### src/pcs_pkg.sv
// pearson correlation similarity: shared types and constants
// item structs for both channels and the multiplier request/response structs
// no dependencies
package pcs_pkg;

   localparam int unsigned SAMPLE_W = 17;
   localparam int unsigned WORD_W   = 64;
   localparam int unsigned PROD_W   = 128;
   localparam int unsigned HALF_W   = 32;
   localparam int unsigned QUOT_W   = 17;
   localparam int unsigned ROOT_LIMIT_BIT = 46;

   localparam logic [SAMPLE_W-1:0] ONE_Q16  = 17'h10000;
   localparam logic [SAMPLE_W-1:0] HALF_Q16 = 17'h08000;

   typedef struct packed {
      logic [SAMPLE_W-1:0] sample_a;
      logic [SAMPLE_W-1:0] sample_b;
      logic                last_pair;
   } req_type;

   typedef struct packed {
      logic [SAMPLE_W-1:0] similarity;
      logic                flat_input;
      logic                overflow;
   } rsp_type;

   typedef struct packed {
      logic              start;
      logic [WORD_W-1:0] x;
      logic [WORD_W-1:0] y;
   } mul_req_type;

   typedef struct packed {
      logic              done;
      logic [PROD_W-1:0] product;
   } mul_rsp_type;

endpackage

### src/pcs_mul.sv
// pearson correlation similarity: shared 64 x 64 multiplier
// four 32 x 32 partial products, one per cycle, accumulated into a 128-bit sum
// depends on pcs_pkg
module pcs_mul (
   input  logic                clock,
   input  logic                reset,
   input  pcs_pkg::mul_req_type mul_req,
   output pcs_pkg::mul_rsp_type mul_rsp
);
   import pcs_pkg::*;

   logic                busy_ff;
   logic [2:0]          step_ff;
   logic                pv_ff;
   logic [1:0]          sh_ff;
   logic [WORD_W-1:0]   opx_ff;
   logic [WORD_W-1:0]   opy_ff;
   logic [WORD_W-1:0]   prod_ff;
   logic [PROD_W-1:0]   acc_ff;
   logic [HALF_W-1:0]   xh;
   logic [HALF_W-1:0]   yh;
   logic [PROD_W-1:0]   addend;

   always_comb begin
      xh = step_ff[1] ? opx_ff[WORD_W-1:HALF_W] : opx_ff[HALF_W-1:0];
      yh = step_ff[0] ? opy_ff[WORD_W-1:HALF_W] : opy_ff[HALF_W-1:0];
      case (sh_ff)
         2'd0:    addend = {64'd0, prod_ff};
         2'd1:    addend = {32'd0, prod_ff, 32'd0};
         default: addend = {prod_ff, 64'd0};
      endcase
   end

   always_ff @(posedge clock) begin
      if (reset) begin
         busy_ff <= 1'b0;
         pv_ff   <= 1'b0;
         step_ff <= '0;
      end else if (mul_req.start) begin
         busy_ff <= 1'b1;
         pv_ff   <= 1'b0;
         step_ff <= '0;
         opx_ff  <= mul_req.x;
         opy_ff  <= mul_req.y;
         acc_ff  <= '0;
      end else if (busy_ff) begin
         if (!step_ff[2]) begin
            prod_ff <= WORD_W'(xh) * WORD_W'(yh);
            sh_ff   <= {1'b0, step_ff[1]} + {1'b0, step_ff[0]};
            pv_ff   <= 1'b1;
            step_ff <= step_ff + 3'd1;
         end else begin
            pv_ff <= 1'b0;
         end
         if (pv_ff) begin
            acc_ff <= acc_ff + addend;
         end
         if (step_ff[2] && !pv_ff) begin
            busy_ff <= 1'b0;
         end
      end
   end

   assign mul_rsp.done    = busy_ff && step_ff[2] && !pv_ff;
   assign mul_rsp.product = acc_ff;

endmodule

### config.mk
export PLATFORM = sky130hd
export DESIGN_NAME = pcs_mul
export DESIGN_NICKNAME = d
export VERILOG_FILES = /design/src/pcs_pkg.sv /design/src/pcs_mul.sv
export SDC_FILE = /design/constraint.sdc
export NUM_CORES = 2
export LEC_CHECK = 0
export BUFFER_PORTS_ARGS = -buffer_cell sky130_fd_sc_hd__buf_2
export CAP_MARGIN = 30
export CELL_PAD_IN_SITES_DETAIL_PLACEMENT = 0
export CELL_PAD_IN_SITES_GLOBAL_PLACEMENT = 1
export CORE_MARGIN = 1
export CORE_UTILIZATION = 54
export CTS_CLUSTER_DIAMETER = 30
export DETAILED_ROUTE_END_ITERATION = 7
export GPL_ROUTABILITY_DRIVEN = 0
export PLACE_DENSITY_LB_ADDON = 0.12
export SLEW_MARGIN = 20
export SYNTH_ARGS = -nofsm -noshare
export SYNTH_HDL_FRONTEND = slang
export SYNTH_SLANG_ARGS = --single-unit
### constraint.sdc
create_clock -name clock -period 20.4 [get_ports clock]
set_input_delay 4.08 -clock clock [delete_from_list [all_inputs] [get_ports clock]]
set_output_delay 4.08 -clock clock [all_outputs]
set_load 0.01 [all_outputs]
== After elaboration in Yosys (flattened, before gate mapping) ==
Cells that the tools add are included.

* Register bits: 327
* Bits of input ports: 131
* Output and inout bits: 129
* Word-level logic and storage cells: 39

* Eq/ne operators: 1
* Reductions and logical operators: 12
* $mul: 1
* Bitwise operators: 3
* Muxes and demuxes: 10
* Add/subtract/negate cells: 3

{| class="wikitable"
|+ Operator list
! kind !! count
|-
| $mux W128 || 2
|-
| $pmux W128 S2 || 1
|-
| $add A128 B128 Y128 || 1
|-
| $mul A32 B32 Y64 || 1
|-
| $mux W32 || 2
|-
| $mux W1 || 4
|-
| $reduce_and A2 Y1 || 2
|-
| $reduce_and A4 Y1 || 1
|-
| $reduce_bool A2 Y1 || 2
|-
| $add A3 B1 Y3 const B || 1
|-
| $logic_and A1 B1 Y1 || 3
|-
| $mux W3 || 1
|-
| $not A1 Y1 || 3
|-
| $reduce_and A3 Y1 || 1
|-
| $add A1 B1 Y2 || 1
|-
| $eq A2 B1 Y1 const B || 1
|-
| $logic_not A2 Y1 || 1
|-
| $reduce_or A2 Y1 || 1
|-
| $logic_not A1 Y1 || 1
|}

== Longest topological paths before layout ==
* Depth after elaboration: 5
* Depth in mapped cells: 32
* Mapped depth without buffers: 29

== Worst setup path before layout ==
Ideal clock, no wire load.

* Kind: input -> register
* Start: input mul_req[128] (netlist name)
* End: register acc_ff[0] (enable)
* Arrival time: 10.153 ns
* Path buffers: 3
* Stages on the path: 5
* Path slack: 9.631 ns
* Cell sequence: clkbuf_1 -> buf_2 -> buf_2 -> a21oi_1 -> nor2_1

* Cells in the longest elaborated chain, start to end: 2
* Elaborated cells on any way between the ends: 3
* Those cells by class: reduce/logical: 3

{| class="wikitable"
|+ Ends and longest elaborated chain
! item !! line !! source
|-
| start, declared || pcs_mul.sv:7 || <nowiki>input pcs_pkg::mul_req_type mul_req,</nowiki>
|-
| $reduce_bool A2 Y1 (no source line) || - ||
|-
| $reduce_and A3 Y1 (no source line) * || - ||
|-
| end signal, assigned || pcs_mul.sv:56 || <nowiki>acc_ff <= acc_ff + addend;</nowiki>
|-
| end, declared || pcs_mul.sv:19 || <nowiki>logic [PROD_W-1:0] acc_ff;</nowiki>
|}

Mark *: on every way between the ends. The rest lies on a longest branch, timed or not.
A chain may end at the register's enable or synchronous reset.

== Worst setup path in the final report ==
* Start: register step_ff[0]
* End: register prod_ff[61], data pin

* Cells in the longest elaborated chain, start to end: 2

{| class="wikitable"
|+ Ends and longest elaborated chain
! item !! line !! source
|-
| start, declared || pcs_mul.sv:13 || <nowiki>logic [2:0] step_ff;</nowiki>
|-
| start signal, assigned || pcs_mul.sv:51 || <nowiki>step_ff <= step_ff + 3'd1;</nowiki>
|-
| $mux W32 || pcs_mul.sv:26 || <nowiki>yh = step_ff[0] ? opy_ff[WORD_W-1:HALF_W] : opy_ff[HALF_W-1:0];</nowiki>
|-
| $mul A32 B32 Y64 || pcs_mul.sv:48 || <nowiki>prod_ff <= WORD_W'(xh) * WORD_W'(yh);</nowiki>
|-
| end signal, assigned || pcs_mul.sv:48 ||
|-
| end, declared || pcs_mul.sv:18 || <nowiki>logic [WORD_W-1:0] prod_ff;</nowiki>
|}

Every way passes these cells.

==> flow_metrics.py <==
metrics = {
    "clock_network": {
        "post_cts_resized": 0,
        "post_cts_buffers": 0,
        "cts_buffer_depth": 3,
        "cts_root_buf": "clkbuf_16",
        "insertion_delay_ps": 650,
        "ctsHoldBuffers": 0,
        "path_clk_slew_ps": 50,
        "cts.sinks": 327,
        "cts_tree": "yes",
        "htree_levels": 3,
        "numCtsBuffers": 75,
    },
    "floorplanning": {
        "row_count": 115,
        "fp.dieArea_mm2": 0.101,
        "start_util_pct": 54.7,
        "die_w_um": 319,
        "chipHeight_um": 319,
        "boundaryPins": 260,
        "core_area_mm2": 0.0989,
    },
    "yosys": {
        "synth_cells": 5992,
        "async_flop_share_pct": 0,
        "synth_nets": 7411,
        "ys_ff_latch": 327,
        "synth_area_mm2": 0.0541,
        "ys_warn_count": 0,
        "ys_top_cells_by_area": "fa_1 33%, edfxtp_1 18%, ha_1 9.0%",
        "avgSynthCellArea_um2": 9.03,
        "synth_top_cell_area_share_pct": 33.2,
        "synth_seq_area_share_pct": 18.1,
        "synth_top_area_cell": "fa_1",
        "synth_edf_count": 322,
        "ys_types": 85,
        "synthFlopType": "edfxtp_1",
    },
    "critical_path": {
        "slowest_delay_ps": 800,
        "cp_num_buf_inv": 6,
        "cp_max_fo": 53,
        "critPathLaunchType": "flop",
        "required_ps": 20740,
        "path_common_cell": "fa_1",
        "cp.arrival_ps": 10090,
        "slowest_stage": "mux2_2",
        "cp-end-kind": "flop",
        "cpLargestDelayFamily": "adder cells",
        "criticalPathCategory": "flop to flop",
    },
    "routing": {
        "antenna_left": 0,
        "num_vias": 44600,
        "route.detailed.drc": 0,
        "dr_wl_met3_um": 21600,
        "wl_met2_um": 83600,
        "dr.max_layer_used": "met5",
        "drt_iter0_markers": 4485,
        "routedWlPerCell_um": 25.7,
        "wl_met1_um": 73100,
        "wirelength_um": 191000,
        "first_pass_iters": 5,
        "viasPerCell": 5.98,
    },
    "global_routing": {
        "grt_pass1_wl_um": 284000,
        "grt_usage_pct": 38.2,
        "grt_max_degree": 86,
        "grt_pass1_vias": 45400,
        "grt-ovfl-total": 0,
        "antenna_found_initial": 10,
    },
    "final_layout": {
        "num-fill-cells": 8717,
        "final_common_cell": "inv_1",
        "syn2layout_area_growth_pct": 10.0,
        "final_util_pct": 60.2,
        "layout-drive-gt1-share_pct": 10.2,
        "layout_common_cells": "936 x inv_1, 897 x fa_1, 858 x nor2_1, 731 x nand2_1, 391 x ha_1",
        "nNetsFinal": 7525,
    },
    "flow_run": {
        "drv_cap": 0,
    },
    "sta": {
        "maxSlewViolCount": 0,
        "fin_tns_setup_ps": 0,
        "timing_hold_violations_final": 0,
        "fmax_mhz": 103,
        "period_needed_ps": 9740,
        "worst_slew_pin_slew_ps": 1040,
        "slew-limit-headroom_pct": 30.4,
        "finalClockSkew_ps": 25.0,
        "hold_slack_ps": 529,
        "rsz0062_at_grt": "false",
        "post-route-period-util_pct": 47.8,
        "setup_violations": 0,
    },
    "placed_design": {
        "io_buffers": 259,
        "place_hpwl_um": 150000,
    },
    "min_path": {
        "hp-class": "flop to flop",
    },
    "run_status": {
        "status": "finished, final reports clean",
    },
}
## cells in the mapped netlist (8+ instances only)
| cell | number |
|---|---|
| nand4_1 | 84 |
| and4_1 | 25 |
| a221o_1 | 9 |
| nand3_1 | 45 |
| and2_1 | 74 |
| buf_2 | 8 |
| nor2_1 | 862 |
| ha_1 | 391 |
| nor3_1 | 39 |
| a21boi_0 | 14 |
| xor2_1 | 59 |
| and3_1 | 20 |
| a211oi_1 | 10 |
| nor2b_1 | 19 |
| mux2i_1 | 97 |
| o21bai_1 | 52 |
| o211ai_1 | 11 |
| a21oi_1 | 275 |
| o221ai_1 | 12 |
| o311ai_0 | 8 |
| o31ai_1 | 17 |
| clkbuf_1 | 277 |
| nand2_1 | 731 |
| xnor2_1 | 108 |
| edfxtp_1 | 322 |
| inv_1 | 936 |
| or3_1 | 12 |
| a221oi_1 | 10 |
| a21o_1 | 114 |
| a31oi_1 | 24 |
| mux2_2 | 69 |
| buf_1 | 21 |
| nor4_1 | 17 |
| o21a_1 | 20 |
| fa_1 | 897 |
| nand2b_1 | 17 |
| o21ai_0 | 175 |
| or2_2 | 14 |
## logic make-up after synthesis
group | share of synthesized area (%)
simple gates | 15.5
fa+ha+maj | 42.2
buf+inv | 8.67
compound gates | 9.62
flops | 18.1
xor+xnor | 2.70
mux | 3.23
## worst paths after layout
| check | start | to | slack [ps] | cells after the start |
|---|---|---|---|---|
| setup reg to reg | step_ff[0]$_SDFFE_PP0P_ | prod_ff[61]$_DFFE_PP_ | 10660 | 26 |
| setup / recovery | step_ff[0]$_SDFFE_PP0P_ | prod_ff[61]$_DFFE_PP_ | 10660 | 26 |
| hold / removal | step_ff[2]$_SDFFE_PP0P_ | step_ff[2]$_SDFFE_PP0P_ | 530 | 2 |
| hold reg to reg | step_ff[2]$_SDFFE_PP0P_ | step_ff[2]$_SDFFE_PP0P_ | 530 | 2 |
## tightest hold or removal path: cells and delay by family, from the launching register on
kind             cells  cell delay [ps]
AO/OA/AOI/OAI        1               50
flip-flops           1              360
AND/OR/NAND/NOR      1               80
## final cells by class
type,instances,area [µm²],area share (%)
Clock inverter,55,732,1.23
Inverter,937,3520,5.91
Timing Repair Buffer,345,2030,3.41
Sequential cell,327,9780,16.4
Antenna cell,2,5.00,0.00841
Clock buffer,82,1940,3.27
Tap cell,1287,1610,2.70
Multi-Input combinational cell,4420,39900,67.1
## sequential cells by signal (all words and copies together) (netlist names)
register  flops
acc_ff      128
step_ff       3
prod_ff      64
busy_ff       1
opy_ff       64
opx_ff       64
sh_ff         2
pv_ff         1
## metal layers
layer,track usage [%],vias up
met5,0,-
met4,22.1,12
met3,10.8,590
met2,58.5,2593
met1,48.4,21900
li1,-,19500
## through the flow
step,setup slack (ps),cell area (µm²),instances
detailed placement,10560,56800,7312
CTS,10550,59400,7449
global route,10250,59500,7453
global placement,10720,56700,7310
finish,10660,59500,7455
floorplan,9630,54100,5992
Power is left out: the tool's default activity adds up to more than one toggle a clock period on the data nets, which glitch-free logic cannot reach.
